`src/hdl/srgt_pkg.sv`:
```
// Shared constants, types and build-time taper table functions for the
// source/receiver gradient taper. Depends on nothing.
package srgt_pkg;

   localparam int MAX_RECEIVERS_DEF = 256;
   localparam int GRID_BITS_DEF     = 12;
   localparam int TAPER_ENTRIES_DEF = 1024;

   localparam int CSR_INDEX_W = 3;
   localparam int CSR_DATA_W  = 32;

   localparam logic [CSR_INDEX_W-1:0] CSR_SOURCE_COL   = 3'd0;
   localparam logic [CSR_INDEX_W-1:0] CSR_SOURCE_ROW   = 3'd1;
   localparam logic [CSR_INDEX_W-1:0] CSR_RADIUS_SQ    = 3'd2;
   localparam logic [CSR_INDEX_W-1:0] CSR_INDEX_SCALE  = 3'd3;
   localparam logic [CSR_INDEX_W-1:0] CSR_RCV_COUNT    = 3'd4;

   localparam logic OP_LOAD  = 1'b0;
   localparam logic OP_TAPER = 1'b1;

   localparam logic [16:0] TAPER_ONE = 17'd65536;

   localparam longint unsigned ONE_Q30      = 64'd1073741824;
   localparam longint unsigned FLOOR_Q30    = 64'd1073742;
   localparam longint unsigned HALF_PI_Q30  = 64'd1686629713;
   localparam longint unsigned EXPONENT_Q16 = 64'd437123;

   // Control handed to every cell of the receiver ring.
   typedef struct packed {
      logic shift;
      logic load;
   } cell_ctrl_type;

   function automatic longint unsigned isqrt64(input longint unsigned v);
      longint unsigned rem;
      longint unsigned res;
      longint unsigned bit_w;
      rem   = v;
      res   = 0;
      bit_w = 64'd1 << 62;
      while (bit_w > rem) bit_w = bit_w >> 2;
      while (bit_w != 0) begin
         if (rem >= res + bit_w) begin
            rem = rem - (res + bit_w);
            res = (res >> 1) + bit_w;
         end else begin
            res = res >> 1;
         end
         bit_w = bit_w >> 2;
      end
      return res;
   endfunction

   // Restoring division for the build-time table math.
   function automatic longint unsigned udiv64(input longint unsigned num,
                                              input longint unsigned den);
      longint unsigned quo;
      longint unsigned rem;
      quo = 0;
      rem = 0;
      for (int b = 63; b >= 0; b--) begin
         rem = {rem[62:0], num[b]};
         if (rem >= den) begin
            rem    = rem - den;
            quo[b] = 1'b1;
         end
      end
      return quo;
   endfunction

   // Taylor denominators (2n)(2n+1).
   function automatic longint unsigned sin_den(input int n);
      unique case (n)
         1: return 64'd6;
         2: return 64'd20;
         3: return 64'd42;
         4: return 64'd72;
         5: return 64'd110;
         default: return 64'd156;
      endcase
   endfunction

   function automatic longint unsigned sin_q30(input longint unsigned x_q16);
      longint unsigned y;
      longint unsigned y2;
      longint unsigned term;
      longint sum;
      y    = (x_q16 * HALF_PI_Q30) >> 16;
      y2   = (y * y) >> 30;
      term = y;
      sum  = longint'(y);
      for (int n = 1; n <= 6; n++) begin
         term = udiv64((term * y2) >> 30, sin_den(n));
         if ((n & 1) == 1) sum = sum - longint'(term);
         else              sum = sum + longint'(term);
      end
      if (sum < 0) sum = 0;
      if (sum > longint'(ONE_Q30)) sum = longint'(ONE_Q30);
      return longint'(sum);
   endfunction

   function automatic longint unsigned pow_q30(input longint unsigned s);
      longint unsigned res;
      longint unsigned r;
      res = ONE_Q30;
      r   = s;
      for (int i = 0; i < int'(EXPONENT_Q16 >> 16); i++) res = (res * s) >> 30;
      for (int i = 1; i <= 16; i++) begin
         r = isqrt64(r << 30);
         if (r > ONE_Q30) r = ONE_Q30;
         if (((EXPONENT_Q16 >> (16 - i)) & 64'd1) != 0) res = (res * r) >> 30;
      end
      return res;
   endfunction

   function automatic logic [16:0] taper_entry(input longint unsigned x_raw);
      longint unsigned x;
      longint unsigned v;
      longint unsigned q;
      x = (x_raw > 64'd65536) ? 64'd65536 : x_raw;
      v = FLOOR_Q30 + (((ONE_Q30 - FLOOR_Q30) * pow_q30(sin_q30(x))) >> 30);
      q = v >> 14;
      if (q > 64'd65536) q = 64'd65536;
      return q[16:0];
   endfunction

endpackage

```
`src/hdl/srgt_cell.sv`:
```
// One cell of the receiver ring: holds one receiver position, loads it or
// takes its neighbor's. Depends on srgt_pkg.
module srgt_cell #(
   parameter int GRID_BITS = srgt_pkg::GRID_BITS_DEF
) (
   input  logic                    clock,
   input  srgt_pkg::cell_ctrl_type ctrl,
   input  logic [GRID_BITS-1:0]    load_col,
   input  logic [GRID_BITS-1:0]    load_row,
   input  logic [GRID_BITS-1:0]    next_col,
   input  logic [GRID_BITS-1:0]    next_row,
   output logic [GRID_BITS-1:0]    col,
   output logic [GRID_BITS-1:0]    row
);
   logic [GRID_BITS-1:0] col_ff, row_ff;
   logic [GRID_BITS-1:0] col_in, row_in;

   always_comb begin
      col_in = col_ff;
      row_in = row_ff;
      if (ctrl.load) begin
         col_in = load_col;
         row_in = load_row;
      end else if (ctrl.shift) begin
         col_in = next_col;
         row_in = next_row;
      end
   end

   always_ff @(posedge clock) begin
      col_ff <= col_in;
      row_ff <= row_in;
   end

   assign col = col_ff;
   assign row = row_ff;
endmodule

```
`config.mk`:
```
export PLATFORM = sky130hd
export DESIGN_NAME = srgt_cell
export DESIGN_NICKNAME = d
export VERILOG_FILES = /design/src/hdl/srgt_pkg.sv /design/src/hdl/srgt_cell.sv
export SDC_FILE = /design/constraint.sdc
export NUM_CORES = 1
export LEC_CHECK = 0
export ABC_CLOCK_PERIOD_IN_PS = 1650
export BUFFER_PORTS_ARGS = -buffer_cell sky130_fd_sc_hd__buf_2
export CORE_UTILIZATION = 30
export DETAILED_ROUTE_END_ITERATION = 6
export PLACE_DENSITY = 0.65
export SLEW_MARGIN = 40
export SYNTH_ARGS = -nofsm -noshare
export SYNTH_HDL_FRONTEND = slang
export SYNTH_SLANG_ARGS = --single-unit
```
`constraint.sdc`:
```
create_clock -name clock -period 1.65 [get_ports clock]
set_input_delay 0.165 -clock clock [delete_from_list [all_inputs] [get_ports clock]]
set_output_delay 0.165 -clock clock [all_outputs]
set_load 0.1 [all_outputs]
```
==> After elaboration in Yosys (flattened, before gate mapping) <==
Cells that the tools add are included.
{ "word_totals": {"register_bits": 24, "latchBits": 0, "ramBits": 0, "mem_bits_ro": 0, "in_bits": 51, "mem_count": 0} }
{ "classes": {"n_addsub": 0, "multipliers": 0, "div_mod_pow": 0, "magnitude_cmp": 0, "n_eq_ne": 0, "n_shift": 0, "n_mux": 4, "n_bitwise": 0, "reduce_logical": 1} }
{ "ops": {"columns": ["op", "count"], "rows": [
  ["$mux 12", 4],
  ["$reduce_bool 2->1", 1]
]} }

==> Logic depth before layout (Yosys ltp) <==
{ "depth": {"word_depth": 2, "depth_mapped": 3, "ltp_nobuf": 1} }

==> Worst setup path after synthesis <==
Ideal clock, no wire load.
{ "synth_timing": {"path_kind": "input to register", "from": "input port ctrl[0] (netlist name)", "to": "register col_ff[0] (netlist: col[0]), enable pin", "setup_time_ps": 382, "arrival_ps": 1010, "path_slack_ps": 258, "cell_stages": 3, "path_buffers": 2, "path_cell_list": "buf_6 buf_12 or2_1"} }
{ "synth_between": {"elab_chain_len": 1} }
{ "synth_lines": {"columns": ["element", "line_no", "text"], "rows": [
  ["start, declared", "srgt_cell.sv:7", "input srgt_pkg::cell_ctrl_type ctrl,"],
  ["$reduce_bool 2->1 (no source line)", null, null],
  ["end signal, assigned", "srgt_cell.sv:31", "col_ff <= col_in;"],
  ["end, declared", "srgt_cell.sv:15", "logic [GRID_BITS-1:0] col_ff, row_ff;"]
]} }
Every way passes these cells.
A chain may end at the register's enable or synchronous reset.

==> Worst setup path after layout <==
{ "layout_timing": {"from": "register row_ff[2] (netlist: row[2])", "to": "output port row[2]"} }
{ "layout_rtl": {"columns": ["element", "line_no", "text"], "rows": [
  ["start, declared", "srgt_cell.sv:15", null],
  ["start signal, assigned", "srgt_cell.sv:32", "row_ff <= row_in;"],
  ["end, declared", "srgt_cell.sv:13", "output logic [GRID_BITS-1:0] row"]
]} }
No word-level cell between the ends.

==> results list <==
- Run status: finished, final reports clean
- Post-synth top area share: between 60% and 70%
- In this run, synthesis inferred 24 flip-flops with an integrated enable.
* Fraction of layout cells with a size suffix above 1: about four fifths
- Required @ worst endpoint: 1.48 ns
* CP Class: flip-flop to primary output
- The worst-case IR drop observed on VDD is 309 uV.
- The number of global-route vias before repair is 765.
- Max stage delay cell, worst path: sky130_fd_sc_hd__buf_2
- In the routed layout, each cell is associated on average with a via count of 4.14.
- No sink is reached through more buffers than the 2 on the longest clock path.
- Top-level port count: 75
- The final number of max-transition violations was 0.
* Synth area leader: sky130_fd_sc_hd__edfxtp_1
- Setup violations remaining at the end of the flow were counted as 0.
- TritonCTS built the clock tree.
- Overflow after GRT: 0
* Vert. Die Dim: ~63 microns
* Number of routed nets with antenna violations: 0
* Async set or reset register ratio after synthesis: 0%
* Die boundary width: 63.1 microns
* CTS clk-pin slew, worst paths: ~0.080 ns
- FILL cells: 344
- The total area inside the core boundary comes to 3440 sq um.
- Power spread over the standard cell area amounts to 1150 nW/um^2.
* Avg Synthesized Cell Area: 21.5 sq um
* Worst hold path stage count: 2
- Number of antenna violations at the first check in global routing: 0
* Hold path start: load_col[4]
- Among cell families on the critical path, the largest total delay comes from buffers and inverters.
- CTS resizes: 0
- TritonCTS sink count: 24
* Dominant cell by count in the synthesized netlist: sky130_fd_sc_hd__edfxtp_1
- Clock buffers created by TritonCTS: 3
- After detailed routing, the average wire length per cell comes to 10.7 microns.
- Effective utilization at floorplan: 32.5%
- First-pass GRT wire length: between 3000 and 4000 microns
* Setup repair after global routing missed its margin: false
* Max Fclk: 840 MHz
- Summed over all cells, the static leakage comes to 0.000750 uW.
* Hold Vio Cnt, Final: 0
* Post-route clock period utilization: between 70 and 80%
- First-pass detailed-route iteration total: 2
- After routing, the total negative slack on setup checks comes to 0 ns.
- Post-synthesis net count: 103
- Clock root buffer: sky130_fd_sc_hd__clkbuf_8
- Counting flops and latches in the post-synthesis netlist gives 24.
* Largest net degree at the start of global routing: 25
- Synthesis Warnings: 0
- Critical path data arrival time: 1.02 ns
- Relative max-transition margin: 67.3%
- Most instantiated cells after synthesis: 24 x sky130_fd_sc_hd__edfxtp_1, 19 x sky130_fd_sc_hd__mux2_4, 5 x sky130_fd_sc_hd__mux2_2, 2 x sky130_fd_sc_hd__buf_12
- Buffers added on ports: between 70 and 80
- In this run the core area contains 21 standard-cell rows.
* Die ar.: 3980 sq um
* Ranking of synthesized cells by area: sky130_fd_sc_hd__edfxtp_1 64%, sky130_fd_sc_hd__mux2_4 25%, sky130_fd_sc_hd__mux2_2 5.0%
* Number of different library cells in the post-synthesis netlist: 6
- Synthesis-to-finish area growth: 39.7%
- In this run the cell area of the synthesized design comes to ~1100 sq um.
* Detailed router's first-iteration violation count: 6
- Worst-path maximum fanout: 1
- Largest stage delay, worst path: approximately 0.43 ns
- Once routing completed, OpenROAD measured the worst setup slack at 0.460 ns.
- The net count of the finished layout is 182.
- Synthesis handed over a netlist of 52 instances.
* H-tree lvl count: 1
* Total routing usage reported by global routing: 10.2%
* Residual DRC count: 0
* Primary flip-flop cell chosen by synthesis mapping: sky130_fd_sc_hd__edfxtp_1
- Max-cap violation count: 0
* Routed Wire Length: 1880 microns
- Across all layers, the routed design uses 729 vias.
- Sequential elements use 64.4% of the synthesized area.
* Fin Hold WS: ~0.20 ns
- Hold endpoint: col[4]
- Worst-path cell chain: buf_2
- Worst path buffer plus inverter count: 1
- The worst setup path is launched from a flip-flop.
* Setup crit end kind: primary output
* Number of setup buffers added after CTS: 0
- Count of hold buffers inserted by post-cts repair: 0
- Path class of the lowest-slack min-delay path: input port to flip-flop
- Timing analysis after detailed placement gives a worst setup slack of 0.541 ns.
* Least-Margin Pin Slew: 0.494 ns
- At the end of routability-driven placement, the weighted congestion stood at approximately 0.69.
- The repair_antennas step left the layout with diodes totalling 0.
* Crit path time final: 1.19 ns
[logic make-up (layout without fill, tap and decap cells)]
kind of cell / count (synthesis) / after routing / share of synthesized area, %
buffers and inverters: 3 / 81 / 4.58
muxes: 24 / 24 / 30.5
and+or+nand+nor: 1 / 1 / 0.559
DFF: 24 / 24 / 64.4
[final cells by class]
cell class	instances	area, sq um	share of cell area [%]
well taps	46	57.6	3.68
repair buffers	77	393	25.1
clock inverters	1	3.75	0.240
multi-input cells	25	348	22.2
clock buffers	3	41.3	2.64
flip-flops and latches	24	721	46.1
[worst max path at each step]
stage	from	to	slack [ns]	depth (start not counted)
finish	row[2]	row[2]	0.46	1
global route	row[2]	row[2]	0.41	1
CTS	row[2]	row[2]	0.45	1
detailed placement	ctrl[0]	row[0]	0.54	3
global placement	ctrl[0]	row[0]	0.56	3
floorplan	ctrl[0]	col[0]	0.26	3
[report_power, final]
part	switching, uW	internal, uW
logic	558	151
clock network	167	166
registers	14.5	747
[sequential cells by signal (all words and copies together), names as in the netlist]
signal  count
col        12
row        12
[cells in the final DEF (no fill, tap or decap)]
master                      n
sky130_fd_sc_hd__buf_2     74
sky130_fd_sc_hd__edfxtp_1  24
sky130_fd_sc_hd__mux2_4    19
sky130_fd_sc_hd__mux2_2     5
sky130_fd_sc_hd__clkbuf_8   3
sky130_fd_sc_hd__buf_4      3
sky130_fd_sc_hd__or2_1      1
sky130_fd_sc_hd__clkinv_1   1
[through the flow]
stage | instances | instance area, sq um | total power [uW] | utilization (%)
3_3_place_gp | 172 | 1520 | 1480 | 44.1
4_1_cts | 176 | 1560 | 1820 | 45.4
3_5_place_dp | 172 | 1520 | 1490 | 44.1
6_report | 176 | 1560 | 1800 | 45.4
2_1_floorplan | 52 | 1120 | 1370 | -
5_1_grt | 176 | 1560 | 1870 | 45.4
[per-layer routing]
metal	GRT usage [%]	wire length [microns]
met1	9.61	641
met2	19.2	1060
met3	2.36	159
met4	6.98	27
met5	0	0
No activity file was read; power rests on OpenSTA's default activity.
